## src/hdl/gaw_ram.sv

```systemverilog
// Generic simple dual-port RAM with one write port and one registered read port.
// No dependencies.
`timescale 1ns / 1ps
`default_nettype none

module gaw_ram #(
    parameter int WIDTH = 64,
    parameter int DEPTH = 64
) (
    input  wire logic                     clk,
    input  wire logic                     we,
    input  wire logic [$clog2(DEPTH)-1:0] waddr,
    input  wire logic [WIDTH-1:0]         wdata,
    input  wire logic [$clog2(DEPTH)-1:0] raddr,
    output logic      [WIDTH-1:0]         rdata
);

    logic [WIDTH-1:0] mem [DEPTH];

    // Write and registered read.
    always_ff @(posedge clk)
    begin
        if (we)
        begin
            mem[waddr] <= wdata;
        end
        rdata <= mem[raddr];
    end

endmodule

`default_nettype wire

```

## config.mk

```make
export PLATFORM = sky130hd
export DESIGN_NAME = gaw_ram
export DESIGN_NICKNAME = d
export VERILOG_FILES = /design/src/hdl/gaw_ram.sv
export SDC_FILE = /design/constraint.sdc
export NUM_CORES = 2
export LEC_CHECK = 0
export BUFFER_PORTS_ARGS = -buffer_cell sky130_fd_sc_hd__buf_2
export CAP_MARGIN = 20
export CORE_MARGIN = 2
export CORE_UTILIZATION = 50
export CTS_CLUSTER_DIAMETER = 120
export CTS_CLUSTER_SIZE = 40
export DETAILED_ROUTE_END_ITERATION = 8
export PLACE_DENSITY = 0.7
export SLEW_MARGIN = 20
export SYNTH_ARGS = -nofsm -noshare
export SYNTH_HDL_FRONTEND = slang
export SYNTH_SLANG_ARGS = --single-unit
```

## constraint.sdc

```tcl
create_clock -name clk -period 6.55 [get_ports clk]
set_input_delay 0.3275 -clock clk [delete_from_list [all_inputs] [get_ports clk]]
set_output_delay 0.3275 -clock clk [all_outputs]
set_load 0.1 [all_outputs]
```

==> impl_results.md <==
- Synth Area per Inst: 23.7 µm²
- Crit Path Category: input pin to flop
- Via count: around 73000
- Die area: around 320000 µm²
- WL per Instance: ~36 µm
- Die height: about 560 µm
- Die width: ~560 µm
- CP arrival: approximately 3600 ps
- Status: finished with violations
- Root Buffer: clkbuf_16
- Vias per Instance: roughly 6.7
- Hold Path Class: input pin to flop
- Worst path max stage delay: around 970 ps
- Synth cell count leaders: edfxtp_1 (4096), mux4_2 (1024), buf_2 (170), a22oi_1 (168), clkbuf_1 (140)
- Clock-pin slew on the worst setup and hold paths: 140 ps
- #FFs+latches synth: approximately 4200
- Req. time, crit path: approximately 7200 ps
- Worst slew margin: 0.210
- DRT iter0 DRCs: between 10000 and 15000
- PD cells: about 260 nW/µm²
- 1st-pass router iterations: 6
- First-pass GRT wire length: around 560000 µm
- Number of global-route vias before repair: 71678
- RSZ-0062 raised after global routing: no
- GR Overflow Total: 0
- Port-buffer cells: roughly 140
- Maximum vdd drop: 283 µV
- Finished Cell Area: approximately 170000 µm²
- Longest Clk Path Bufs: 3
- Synth Cell Area: 156000 µm²
- Worst path cell trace: buf_8, buf_12, buf_4, mux4_2, or3_1, a41oi_1, a211oi_1
- Post-synthesis cell count: about 6600
- Share of Yosys cell area claimed by the top area cell type: 0.787
- Ys flop type: edfxtp_1
- CTS tree: yes
- Max Fclk: 336 MHz
- Layout cell share with drive strength beyond 1: 0.233
- Core Area: 311000 µm²
- Yosys top cell by area: edfxtp_1
- Clk Latency, worst-skew pair: roughly 860 ps
- Final setup TNS: 0 ps
- Dpl hpwl: about 210000 µm
- Top cells by area, synth: edfxtp_1 (79%), mux4_2 (15%), mux2i_1 (0.86%)
- Max-cap violation count: 0
- Fraction of registers with async set/reset: 0
- Drc violations: 0
- Total CTS buffers: 114
- Antenna Nets Post-Route: 0
- Most instantiated library cell after synthesis: edfxtp_1
- Final hold slack: -4.95 ps
- Final hold violations: 10
- Mapped Nets: ~6700
- Post-synth EDFFs: just over 4000
- CP Capture Type: flop
- Tmin final: between 2000 and 3000 ps
- Worst-Margin Slew: about 1200 ps
- Final Cycle Share: 0.454
- Initial Utilization: 0.502
- Routed WL: approximately 400000 µm
- Total GRT Usage: 0.250
- Nets: a little under 7000
- Seq/Total Area, Yosys: 0.795
- Violated checks: negative hold slack
- Worst Path Buf+Inv: 3
- Max-slew violations: 0
- Final setup vio count: 0
- Synth-to-Final Area Change: 6.71%
- Tot Pwr: about 43 mW
- Area of placed instances: 163000 µm²
- IO Count: 142
- Total setup buffers inserted after CTS: 0
- RePlAce Congestion: roughly 0.8
- Final setup skew: 58.0 ps
- Critical path fanouts, max: 111
- Crit-path leading delay family: buffers and inverters
- Synth cell types: 33
- Resized cells post-CTS: 0
- Synth warnings: 0
- Largest net degree at the start of global routing: roughly 110
- Leak: ~50 nW
- Crit start category: input pin
- Clk sinks: roughly 4200
- Core Rows: 205
- Initial antenna violation count: 33
- H-tree level count: 3
- Worst-path cell with the longest stage delay: buf_4
[power breakdown]
group	internal (mW)	switching (mW)	total (mW)	leakage (nW)
Clock	3.45	7.34	10.8	1.59
Combinational	0.912	1.95	2.86	11.0
Sequential	29.4	0.130	29.6	37.4
[cell families (layout without fill, tap and decap cells)]
group | after synthesis | count (layout) | share of synthesized area
AOI/OAI and AO/OA | 504 | 504 | 0.0248
buffers and inverters | 389 | 562 | 0.0118
DFF | 4160 | 4160 | 0.795
muxes | 1159 | 1159 | 0.156
other | 0 | 20 | 0
and+or+nand+nor | 386 | 386 | 0.0124
[area by class of cell]
type | instances | area [µm²]
Fill cell | 22995 | 145000
Multi-Input combinational cell | 2049 | 30800
Antenna cell | 20 | 50.0
Clock buffer | 205 | 3240
Clock inverter | 7 | 120
Tap cell | 4140 | 5180
Sequential cell | 4160 | 124000
Timing Repair Buffer | 331 | 3130
Inverter | 19 | 71.3
[state kept, by name, summed over array words and instances (netlist names)]
register  flops
mem        4096
rdata        64
[worst reg2reg max path, stage by stage, from the launching register on]
cell      delay (ps)
edfxtp_1         400
mux4_2           470
or3_1            340
a41oi_1          590
a211oi_1         110
[metal layers]
layer  track usage  up-vias  routed length (µm)
li1              -    28330                   -
met1         0.353    39934              150000
met2         0.409     4155              195000
met3        0.0410      543               40500
met4        0.0678        8               12400
met5             0        -                  47
[through the flow]
stage / cells / setup slack [ps] / utilization / hold WS [ps]
after floorplan: 6598 / 787 / - / 426
after global placement: 10677 / 2820 / 0.523 / 822
after detailed placement: 10692 / 2780 / 0.524 / 822
after CTS: 10904 / 3650 / 0.535 / 103
after global routing: 10920 / 3590 / 0.536 / 5.23
final: 10931 / 3580 / 0.536 / -4.95
[cells in the final DEF (no fill, tap or decap), drive strengths merged, types with 3 or more instances in the layout]
master       instances
a31oi               18
a211oi              63
buf                327
or3                 29
edfxtp            4096
nand2b              11
nor2               112
and3                64
a22oi              168
and2                 3
inv                 22
nand2               58
a2bb2oi             19
clkbuf             205
nand3               45
dfxtp               64
clkinv               4
mux2i              135
nor2b               28
or2                 28
a41oi               26
a22o                88
dlygate4sd3          4
o221ai              38
o22ai               83
mux4              1024
diode               20
[worst paths after layout]
path | startpoint | to | slack, ps | cells past startpoint
worst min register to register | mem[46][18]$_DFFE_PP_ | rdata[18]$_DFF_P_ | 830 | 4
worst max-delay path | raddr[2] | rdata[25]$_DFF_P_ | 3580 | 7
worst min-delay path | wdata[19] | mem[31][19]$_DFFE_PP_ | -5 | 1
worst max register to register | mem[36][19]$_DFFE_PP_ | rdata[19]$_DFF_P_ | 4460 | 4
[timing repair]
action | 4_1_cts | 5_1_grt
setup endpoints to repair | 0 | 0
hold endpoints to repair | 0 | 48
hold buffers | 0 | 4
Power figures use the tool's default switching activity.
