[src/hdl/gaw_isqrt.sv]
// Iterative integer square root of a 64-bit value, one root bit per cycle.
// No dependencies.
`timescale 1ns / 1ps
`default_nettype none

module gaw_isqrt (
    input  wire logic        clk,
    input  wire logic        rst_n,
    input  wire logic        start,
    input  wire logic [63:0] radicand,
    output logic             done,
    output logic      [31:0] root
);

    logic [63:0] x_reg;
    logic [63:0] r_reg;
    logic [63:0] b_reg;
    logic [5:0]  cnt_reg;
    logic        busy_reg;
    logic        done_reg;
    logic [63:0] trial;

    assign trial = r_reg + b_reg;

    // Digit-by-digit root: one compare and subtract each cycle.
    always_ff @(posedge clk or negedge rst_n)
    begin
        if (!rst_n)
        begin
            busy_reg <= 1'b0;
            done_reg <= 1'b0;
            cnt_reg  <= '0;
        end
        else if (start)
        begin
            busy_reg <= 1'b1;
            done_reg <= 1'b0;
            cnt_reg  <= 6'd32;
            x_reg    <= radicand;
            r_reg    <= '0;
            b_reg    <= 64'h4000_0000_0000_0000;
        end
        else if (busy_reg)
        begin
            if (x_reg >= trial)
            begin
                x_reg <= x_reg - trial;
                r_reg <= (r_reg >> 1) + b_reg;
            end
            else
            begin
                r_reg <= r_reg >> 1;
            end
            b_reg   <= b_reg >> 2;
            cnt_reg <= cnt_reg - 1'b1;
            if (cnt_reg == 6'd1)
            begin
                busy_reg <= 1'b0;
                done_reg <= 1'b1;
            end
        end
        else
        begin
            done_reg <= 1'b0;
        end
    end

    assign done = done_reg;
    assign root = r_reg[31:0];

endmodule

`default_nettype wire

[config.mk]
export PLATFORM = sky130hd
export DESIGN_NAME = gaw_isqrt
export DESIGN_NICKNAME = d
export VERILOG_FILES = /design/src/hdl/gaw_isqrt.sv
export SDC_FILE = /design/constraint.sdc
export NUM_CORES = 1
export LEC_CHECK = 0
export BUFFER_PORTS_ARGS = -buffer_cell sky130_fd_sc_hd__buf_2
export CAP_MARGIN = 10
export CORE_ASPECT_RATIO = 0.75
export CORE_MARGIN = 4
export CORE_UTILIZATION = 56
export CTS_CLUSTER_SIZE = 30
export DETAILED_ROUTE_END_ITERATION = 10
export PLACE_DENSITY = 0.76
export SLEW_MARGIN = 20
export SYNTH_ARGS = -nofsm -noshare
export SYNTH_HDL_FRONTEND = slang
export SYNTH_SLANG_ARGS = --single-unit
[constraint.sdc]
create_clock -name clk -period 9.4 [get_ports clk]
set_clock_uncertainty 0.15 [all_clocks]
set_input_delay 0.47 -clock clk [delete_from_list [all_inputs] [get_ports clk]]
set_output_delay 0.47 -clock clk [all_outputs]
set_load 0.03 [all_outputs]
==> out/qor.txt <==
I/O Pins - 100
Max Slew Vio Count - 0
Status - finished, final reports clean
R2R Setup Slk - 1.96 ns
Crit path DAT - 7.38 ns
Slew @ Worst Pin - 1.02 ns
Crit path launch type - flop
Buffers on Ports - 99
Worst flop-to-flop path endpoint - x_reg[39]
Layout Nets - 2743
Clock-pin slew on the worst setup and hold paths - 0.09 ns
Die Footprint - 40600 um^2
Die Height - 176 um
Die W - 231 um
Worst rel slew slack - 31.7%
Most frequent cells in the layout - a21oi_1 (269), nor2_1 (246), nand2_1 (241), ha_1 (192), edfxtp_1 (192)
Area Overhead vs Synth - 4.78%
R2r worst-path depth - 22
CP Capture Type - flop
Core area - 37000 um^2
Post-CTS resize count - 0
Initial core utilization - 56.6%
Post-Syn Instances - 2528
Post-route ant nets - 0
First-pass GRT wire length - 101000 um
Sequential share of the synthesized area - 28.5%
Final Hold Fails - 0
Routability Congestion - 0.977
Critical path type - flop to flop
Post-Syn Area per Cell - 8.29 um^2
EDFF count, synth - 192
Main flop type after synthesis - edfxtp_1
Endpoint, Worst Hold - x_reg[8]
Period utilisation layout - 79.2%
Gr usage total - 31.1%
Peak Freq - 134 MHz
Wire length per cell - 21.6 um
Num Clock Sinks - 200
Vias in the first global route - 17966
Number of diodes - 0
Max Root-Sink Buffers - 2
Max cap viols - 0
# DRC - 0
Worst r2r src - r_reg[8]
Rows - 61
HPWL after DPL - 50200 um
Clock latency on the worst-skew pair - 0.48 ns
Initial drt markers - 2835
RSZ-0062 raised after global routing - false
Synthesis Warnings - 0
Initial antenna violation count - 1
CTS Buf Count - 17
Final min period - 7.44 ns
Total Wirelength - 64800 um
Pin count of the biggest net entering global routing - 84
FFs w/ async S/R, synth - 4.00%
Post-synth net total - 2790
Hold depth - 3
Endpoints failing setup - 0
Synthesized area - 21000 um^2
Cts hold-fix bufs - 0
Via count - 19975
Cell variety after synth - 84
Most common cell after layout, fill and taps aside - a21oi_1
HP Start - radicand[8]
# fillers - 3343
Remaining global-route overflow - 0
DR pass1 iterations - 7
H-Tree Depth - 4
Post-CTS Setup Inserts - 0
Vias per inst - 6.66
HP Class - input pin to flop
CTS Root Cell - clkbuf_16
Final setup TNS - 0 ns
CTS tree - built
Yosys reg bits - 200
Req. time, crit path - 9.34 ns
Worst-path maximum fanout - 64
Share of cells above drive strength 1 - 6.94%
[Yosys cell counts, types with 42 or more instances]
cell / instances / area share [%]
a211oi_1: 53 / 1.9
a21o_1: 130 / 4.7
a21oi_1: 269 / 6.4
clkbuf_1: 106 / 1.9
edfxtp_1: 192 / 28
ha_1: 192 / 11
inv_1: 51 / 0.91
mux2i_1: 71 / 3.4
nand2_1: 241 / 4.3
nand3_1: 42 / 1.0
nand4_1: 58 / 1.7
nor2_1: 246 / 4.4
o21ai_0: 180 / 4.3
xnor2_1: 95 / 4.0
xor2_1: 71 / 3.0
[worst max-delay path by stage]
stage                        start         to  slack, ns  cells after the start
after global routing      r_reg[8]  x_reg[31]       1.47                     22
after global placement    r_reg[8]  x_reg[11]       2.37                     22
after floorplan           r_reg[7]   x_reg[0]       1.07                     21
after CTS                 r_reg[8]  x_reg[31]       2.16                     22
after detailed placement  r_reg[8]   x_reg[8]       2.21                     22
final                     r_reg[8]  x_reg[39]       1.96                     22
[metal layers]
metal	track usage [%]	vias up	part of all wire (%)
met5	0	-	0.020
li1	-	9350	-
met1	51.2	9435	49
met4	6.79	2	2.0
met3	7.07	98	11
met2	40.5	1090	38
[critical path, cell delays in order (launching register included)]
cell and delay (ns):
edfxtp_1 0.50, ha_1 0.47, nand3_1 0.16, nor4_1 0.32, a22oi_1 0.21, a41oi_1 0.32
o21ai_1 0.12, a2111oi_0 0.71, o221ai_1 0.33, a21oi_1 0.30, nor2_1 0.09, xnor2_1 0.15
ha_1 0.44, nand2_1 0.13, nor4_1 0.32, nand4_1 0.17, nand2_1 0.11, a2bb2oi_1 0.26
o21ai_4 0.08, buf_4 0.24, or2b_2 0.43, a21boi_4 0.21, buf_4 0.64
[kinds of logic (layout without fill, tap and decap cells)]
group / Yosys count / count (layout) / synth area share, %
buf+inv: 230 / 196 / 4.92
compound gates: 892 / 892 / 27.3
simple gates: 769 / 769 / 16.9
mux: 76 / 76 / 3.66
xor+xnor: 166 / 166 / 6.94
flops: 200 / 200 / 28.5
fa+ha+maj: 195 / 195 / 11.7
[stage by stage]
step / cells / hold slack [ns] / setup slack, ns / utilization (%) / instance area (um^2)
floorplan: 2528 / 0.0244 / 1.07 / - / 21000
global placement: 2966 / 0.413 / 2.37 / 57.7 / 21400
detailed placement: 2966 / 0.418 / 2.21 / 57.7 / 21400
CTS: 2998 / 0.111 / 2.16 / 59.3 / 22000
global route: 2998 / 0.121 / 1.47 / 59.3 / 22000
finish: 2998 / 0.129 / 1.96 / 59.3 / 22000
[cell type report]
class	instances	area (um^2)	share of cell area (%)
Clock buffer	17	425	1.94
Sequential cell	200	5970	27.2
Timing Repair Buffer	111	594	2.71
Multi-Input combinational cell	2098	14000	63.6
Clock inverter	15	169	0.769
Tap cell	504	631	2.87
Inverter	53	199	0.906
Power is not shown: default switching activity piles up to over one toggle a cycle in this logic, so the estimate is an artifact.
