`config.mk`:
```
export PLATFORM = sky130hd
export DESIGN_NAME = gaw_div
export DESIGN_NICKNAME = d
export VERILOG_FILES = /design/src/hdl/gaw_div.sv
export SDC_FILE = /design/constraint.sdc
export NUM_CORES = 1
export LEC_CHECK = 0
export BUFFER_PORTS_ARGS = -buffer_cell sky130_fd_sc_hd__buf_4
export CORE_UTILIZATION = 56
export CTS_CLUSTER_DIAMETER = 80
export DETAILED_ROUTE_END_ITERATION = 7
export GPL_ROUTABILITY_DRIVEN = 0
export PLACE_DENSITY = 0.8
export REMOVE_ABC_BUFFERS = 1
export SYNTH_ARGS = -nofsm -noshare
export SYNTH_HDL_FRONTEND = slang
export SYNTH_SLANG_ARGS = --single-unit
```
`constraint.sdc`:
```
create_clock -name clk -period 5.7 [get_ports clk]
set_input_delay 0.855 -clock clk [delete_from_list [all_inputs] [get_ports clk]]
set_output_delay 0.855 -clock clk [all_outputs]
set_load 0.01 [all_outputs]
```
`src/hdl/gaw_div.sv`:
```
// Iterative restoring unsigned divider, one quotient bit per cycle.
// No dependencies.
`timescale 1ns / 1ps
`default_nettype none

module gaw_div #(
    parameter int NUM_W = 64,
    parameter int DEN_W = 32
) (
    input  wire logic             clk,
    input  wire logic             rst_n,
    input  wire logic             start,
    input  wire logic [NUM_W-1:0] dividend,
    input  wire logic [DEN_W-1:0] divisor,
    output logic                  done,
    output logic      [NUM_W-1:0] quotient
);

    localparam int CNT_W = $clog2(NUM_W + 1);

    logic [NUM_W-1:0] quo_reg;
    logic [DEN_W-1:0] rem_reg;
    logic [DEN_W-1:0] den_reg;
    logic [CNT_W-1:0] cnt_reg;
    logic             busy_reg;
    logic             done_reg;
    logic [DEN_W:0]   rem_shift;
    logic             fits;

    // One shift and trial subtraction per cycle.
    assign rem_shift = {rem_reg, quo_reg[NUM_W-1]};
    assign fits      = rem_shift >= {1'b0, den_reg};

    always_ff @(posedge clk or negedge rst_n)
    begin
        if (!rst_n)
        begin
            busy_reg <= 1'b0;
            done_reg <= 1'b0;
            cnt_reg  <= '0;
        end
        else if (start)
        begin
            busy_reg <= 1'b1;
            done_reg <= 1'b0;
            cnt_reg  <= CNT_W'(NUM_W);
            quo_reg  <= dividend;
            rem_reg  <= '0;
            den_reg  <= divisor;
        end
        else if (busy_reg)
        begin
            if (fits)
            begin
                rem_reg <= DEN_W'(rem_shift - {1'b0, den_reg});
                quo_reg <= {quo_reg[NUM_W-2:0], 1'b1};
            end
            else
            begin
                rem_reg <= rem_shift[DEN_W-1:0];
                quo_reg <= {quo_reg[NUM_W-2:0], 1'b0};
            end
            cnt_reg <= cnt_reg - 1'b1;
            if (cnt_reg == CNT_W'(1))
            begin
                busy_reg <= 1'b0;
                done_reg <= 1'b1;
            end
        end
        else
        begin
            done_reg <= 1'b0;
        end
    end

    assign done     = done_reg;
    assign quotient = quo_reg;

endmodule

`default_nettype wire

```
==> summary.md, run 1 <==
| Metric | Value |
|---|---|
| DRT Pass-1 Iters | 5 |
| Pin count of the biggest net entering global routing | 65 |
| Routed len/inst | roughly 18 microns |
| Worst hold slack | around 0.45 ns |
| Status | complete, no violations |
| Async S/R FF share, synth | around 6.6% |
| Crit Path Category | flop to flop |
| Register area share after synthesis | between 50% and 60% |
| Worst-case clock buffer depth | 2 |
| Final setup viols | 0 |
| Reg-to-Reg Start | rem_reg[1]$_SDFFCE_PP0P_ |
| DR iter-0 viols | roughly 360 |
| Sum of buffers and inverters on the critical path | 1 |
| Initial antenna violation count | 0 |
| Synth-to-layout area growth | 23.8% |
| Row count | 42 |
| Final Slew Violations | 0 |
| CP cell instances | ha_1 > nand3b_1 > a211oi_1 > o211ai_1 > nand2_1 > a21bo_2 > a211o_1 > buf_4 > mux2i_1 > a211oi_1 |
| Fin worst setup slack | just under 2 ns |
| Count leader, synth | edfxtp_1 |
| Post-synth top area cell | edfxtp_1 |
| Critical Path Most Common Cell | a211oi_1 |
| Commonest cells in the synthesized netlist | edfxtp_1, mux2_2, nor2_1 |
| Slew Limit Headroom | 37.9% |
| Top Family by Delay on Critical Path | compound AO/OA/AOI/OAI gates |
| DIE HEIGHT | approximately 120 microns |
| Clk_skew | between 0.007 and 0.008 ns |
| Clock Sink Count | between 100 and 150 |
| Global-route wire length before repair | ~30000 microns |
| Setup TNS Final | 0 ns |
| Drc violations | 0 |
| Top cell type's share of synthesized area | 48.8% |
| Area contributors post-synth | edfxtp_1, mux2_2, ha_1, dfrtp_1, nor2_1 |
| Least-Margin Pin Slew | 0.932 ns |
| Nets | 957 |
| LEAKAGE | between 4 and 5 nW |
| R2R depth | 10 |
| Port Buffers | about 160 |
| Post-synth EDFFs | ~130 |
| Routed Antenna Nets | 0 |
| Max Clk Rate | around 270 MHz |
| Cell variety after synth | between 60 and 70 |
| Routed wire length | 18500 microns |
| Total number of vias | just under 6000 |
| Post-synthesis cell area | 0.00787 sq mm |
| Worst VDD drop | 0.000230 V |
| Final Cycle Share | around two thirds |
| Skew-Pair Late Insertion Delay | between 0.4 and 0.5 ns |
| Hold crit path type | input pin to async pin |
| Ys Warns | 0 |
| Setup Buffers After CTS | 0 |
| Register-to-register setup slack | roughly 1.9 ns |
| CP Capture Point | rem_reg[5]$_SDFFCE_PP0P_ |
| Pwr Density | approximately 350 mW/mm^2 |
| Die W | approximately 120 microns |
| N_diodes | 0 |
| #FFs+latches synth | ~140 |
| Core area | roughly 0.013 sq mm |
| Arr. time, crit path | a little under 4 ns |
| Total CTS buffers | 17 |
| Cell depth of the worst setup path | 10 |
| GRT overflow | 0 |
| Largest register FFs | 64 |
| Pre-CTS setup slack | 1.99 ns |
| Post-DR vias/cell | between 5 and 6 |
| Met3 Track Usage GR | 8.54% |
| # hold bufs at CTS | 0 |
| Vias in the first global route | roughly 6000 |
| Critical Path RT | about 5.8 ns |
| Starting density of the core | approximately three fifths |
| Design area | 0.00974 sq mm |
| Gates resized, CTS repair | 0 |
| Final Util | between 70 and 80% |
| GRT Overall Usage | 26.7% |
| Met1 Resource Use GR | roughly 31% |
| RSZ-0062 raised after global routing | false |
| DP Area | 0.00917 sq mm |
| Worst-path clk slew | 0.06 ns |
| CTS H-tree lvls | 4 |
| GR Util met2 | a little under half |
| Clock tree from TritonCTS | built |
| I/O pin total | 164 |
| Max cap viols | 0 |
| Top_reg_cell synth | edfxtp_1 |
| Die area | between 0.01 and 0.015 sq mm |
| Crit path capture type | flop |
| Layout cells sized above 1 | roughly 33% |
| HPWL after detailed placement | roughly 13000 microns |
| Crit path max-delay cell type | a211o_1 |
| Root Driver | clkbuf_16 |
| Post-Syn Instances | between 600 and 700 |
| R2r endpoint | rem_reg[5]$_SDFFCE_PP0P_ |
| Worst stage delay on the critical path | 0.77 ns |
| CP startpoint kind | flop |
| GRT busiest layer | met2 |
| Worst Setup SP | rem_reg[1]$_SDFFCE_PP0P_ |
| Final min period | between 3 and 4 ns |
| Post-Syn Area per Cell | approximately 12 sq um |
| Crit path max fanout | 23 |
| Final hold vios | 0 |
per-layer routing:
layer,wire [microns],vias to the layer above
li1,-,2816
met1,7240,2806
met2,9470,220
met3,1410,32
met4,339,0
met5,0,-
cell families (layout without fill, tap and decap cells):
group                      after synthesis  count (layout)  share of synthesized area [%]
and+or+nand+nor                        158             158                           9.52
AOI/OAI and AO/OA                      142             142                           12.9
DFF                                    137             137                           51.7
muxes                                   87              87                           12.1
buffers and inverters                   85             245                           4.53
adders and majority gates               35              35                           5.66
xor gates and xnor gates                32              32                           3.56
worst register-to-register path, cell delays in order (launching register included):
cell	delay (ns)
edfxtp_1	0.42
ha_1	0.44
nand3b_1	0.15
a211oi_1	0.29
o211ai_1	0.18
nand2_1	0.16
a21bo_2	0.24
a211o_1	0.77
buf_4	0.44
mux2i_1	0.26
a211oi_1	0.10
worst min path at each step:
stage | startpoint | endpoint | slack [ns] | cells past startpoint
3_3_place_gp | cnt_reg[5]$_DFFE_PN0N_ | cnt_reg[5]$_DFFE_PN0N_ | 0.52 | 2
5_1_grt | rst_n | cnt_reg[5]$_DFFE_PN0N_ | 0.46 | 1
4_1_cts | rst_n | cnt_reg[1]$_DFFE_PN0N_ | 0.45 | 1
3_5_place_dp | cnt_reg[4]$_DFFE_PN0N_ | cnt_reg[4]$_DFFE_PN0N_ | 0.56 | 2
2_1_floorplan | cnt_reg[5]$_DFFE_PN0N_ | cnt_reg[5]$_DFFE_PN0N_ | 0.51 | 2
6_report | rst_n | cnt_reg[5]$_DFFE_PN0N_ | 0.45 | 1
report_power, final:
group	internal, mW	switching (mW)	total (mW)
Clock	0.640	0.426	1.07
Sequential	1.26	0.0880	1.35
Combinational	0.480	0.561	1.04
final cells by class:
class                   count  area (sq um)
repair buffers            168          1260
inverters                  45           169
well taps                 176           220
clock buffers              22           475
multi-input cells         454          3450
clock inverters            10          92.6
fillers                   963          3710
flip-flops and latches    137          4070
cells in the final DEF (no fill, tap or decap), drive strengths merged, types with 4 or more instances in the layout:
cell type / n
a21o: 17
o21bai: 4
o211ai: 8
clkinv: 5
a31oi: 4
nand4: 9
mux2i: 22
nor4: 4
nand2: 34
nor2b: 4
nand2b: 5
mux2: 65
nand3: 16
edfxtp: 128
clkbuf: 22
nor3: 8
xnor2: 20
a21oi: 31
ha: 34
xor2: 12
dfrtp: 9
a211oi: 29
and3: 4
nor2: 60
inv: 49
o21ai: 21
buf: 168
stage by stage:
step	std cells	power (mW)
2_1_floorplan	636	2.08
3_3_place_gp	980	2.34
3_5_place_dp	980	2.39
4_1_cts	1012	3.46
5_1_grt	1012	3.62
6_report	1012	3.45
Power figures use the tool's default switching activity.
==> inputs of run 2 (changes only) <==
==> constraint.sdc (replaced) <==
create_clock -name clk -period 3.5 [get_ports clk]
set_input_delay 0.525 -clock clk [delete_from_list [all_inputs] [get_ports clk]]
set_output_delay 0.525 -clock clk [all_outputs]
set_load 0.01 [all_outputs]
==> summary.md, run 2 (same netlist as run 1, synthesis figures left out) <==
| Metric | Value |
|---|---|
| Status | complete, no violations |
| GRT Overall Usage | approximately 28% |
| Commonest non-fill, non-tap cell in the layout | buf_4 |
| CTS H-tree lvls | 4 |
| Final Util | between 70 and 80% |
| Global-route wire length before repair | slightly above 30000 microns |
| Clock Sink Count | between 100 and 150 |
| Crit path max-delay cell type | fa_1 |
| Crit path capture type | flop |
| Port Buffers | around 160 |
| CP startpoint kind | flop |
| DRT Pass-1 Iters | 5 |
| Sum of buffers and inverters on the critical path | 2 |
| Vias in the first global route | between 6000 and 7000 |
| Pwr Density | about 580 mW/mm^2 |
| Core area | around 0.013 sq mm |
| Starting density of the core | slightly below 60% |
| Final Slew Violations | 0 |
| LEAKAGE | about 4.1 nW |
| Routed len/inst | approximately 19 microns |
| Row count | 42 |
| Final Cycle Share | between 90% and 100% |
| GRT overflow | 0 |
| Layout cells sized above 1 | approximately 33% |
| Total number of vias | ~6000 |
| Routed Antenna Nets | 0 |
| N_diodes | 0 |
| RSZ-0062 raised after global routing | false |
| Post-DR vias/cell | just under 6 |
| Largest register FFs | 64 |
| Final setup viols | 0 |
| Routed wire length | 19100 microns |
| Die area | between 0.01 and 0.015 sq mm |
| CP cell instances | inv_1 > ha_1 > inv_1 > fa_1 > a211oi_2 > o211ai_2 > a311o_1 > a221oi_4 > o21ai_0 > xor2_1 > mux2i_1 > a211oi_1 |
| Total CTS buffers | 17 |
| Commonest non-fill, non-tap cells in the layout | buf_4, edfxtp_1, mux2_2, nor2_1, inv_1 |
| Nets | ~960 |
| Clock tree from TritonCTS | built |
| Clk_skew | approximately 0.010 ns |
| Worst stage delay on the critical path | 0.42 ns |
| Design area | 0.00980 sq mm |
| Top Family by Delay on Critical Path | compound AO/OA/AOI/OAI gates |
| Root Driver | clkbuf_16 |
| Worst-path clk slew | 0.06 ns |
| DIE HEIGHT | ~120 microns |
| Fin worst setup slack | 0.282 ns |
| DP Area | 0.00922 sq mm |
| Critical Path RT | roughly 3.6 ns |
| DR iter-0 viols | just under 500 |
| HPWL after detailed placement | 13700 microns |
| Critical Path Most Common Cell | inv_1 |
| Crit Path Category | flop to flop |
| Max cap viols | 0 |
| Arr. time, crit path | about 3.4 ns |
| Final min period | 3.22 ns |
| Pre-CTS setup slack | around 0.27 ns |
| Final hold vios | 0 |
| Worst-case clock buffer depth | 2 |
| Least-Margin Pin Slew | 0.786 ns |
| I/O pin total | between 150 and 200 |
| Slew Limit Headroom | between 40% and 50% |
| Worst VDD drop | between 0.0004 and 0.0005 V |
| Synth-to-layout area growth | 24.5% |
| Initial antenna violation count | 0 |
| Crit path max fanout | 4 |
| Hold crit path type | input pin to flop |
| Drc violations | 0 |
| Die W | between 100 and 150 microns |
| Max Clk Rate | a little over 300 MHz |
| Pin count of the biggest net entering global routing | 65 |
| Skew-Pair Late Insertion Delay | 0.43 ns |
run 2: cell count changes in the layout (fill, tap and decap cells not counted), sizes merged:
cell | before | now
buf | 168 | 171
clkinvlp | 0 | 3
inv | 49 | 46
clkbuf | 22 | 20
bufinv | 1 | 2
dlygate4sd3 | 0 | 1
run 2: power breakdown:
| part | switching, mW | total [mW] | internal, mW |
|---|---|---|---|
| Clock | 0.688 | 1.73 | 1.04 |
| Combinational | 0.941 | 1.73 | 0.793 |
| Sequential | 0.138 | 2.19 | 2.05 |
run 2: what timing repair did:
item	CTS	global route
hold endpoints to repair	7	0
endpoints found under the setup margin	0	1
resized for setup	0	1
hold buffers	1	0
buffers inserted	0	0
run 2: cell type report:
class | instances | area, sq um
Clock buffer | 20 | 437
Clock inverter | 11 | 125
Fill cell | 925 | 3650
Inverter | 45 | 169
Multi-Input combinational cell | 454 | 3460
Sequential cell | 137 | 4070
Tap cell | 176 | 220
Timing Repair Buffer | 172 | 1320
run 2: through the flow:
| stage | std cells | hold slack [ns] | setup TNS, ns | total power [mW] |
|---|---|---|---|---|
| floorplan | 636 | 0.229 | -85.40 | 3.39 |
| global placement | 983 | 0.373 | 0 | 3.83 |
| detailed placement | 983 | 0.376 | 0 | 3.91 |
| CTS | 1015 | 0.260 | 0 | 5.65 |
| global route | 1015 | 0.260 | 0 | 5.91 |
| finish | 1015 | 0.272 | 0 | 5.65 |
run 2: per-layer routing:
metal  vias to the layer above  share of wire (%)  global-route usage [%]
li1                       2813                  -                       -
met1                      2873                 37                    29.9
met2                       254                 52                    48.7
met3                        45                7.9                    9.62
met4                         0                2.8                    11.9
met5                         -                  0                       0
run 2: path summary, 6_finish.rpt:
path                                              to                   start  depth (start not counted)  slack (ns)
setup / recovery           rem_reg[24]$_SDFFCE_PP0P_  quotient[63]$_DFFE_PP_                         12        0.28
hold / removal                  den_reg[7]$_DFFE_PP_              divisor[7]                          1        0.27
setup reg to reg           rem_reg[24]$_SDFFCE_PP0P_  quotient[63]$_DFFE_PP_                         12        0.28
hold reg to reg                     done$_DFFE_PN0P_        done$_DFFE_PN0P_                          2        0.54
max in group asynchronous           done$_DFFE_PN0P_                   rst_n                          3        2.32
min in group asynchronous     cnt_reg[3]$_DFFE_PN0N_                   rst_n                          2        0.48
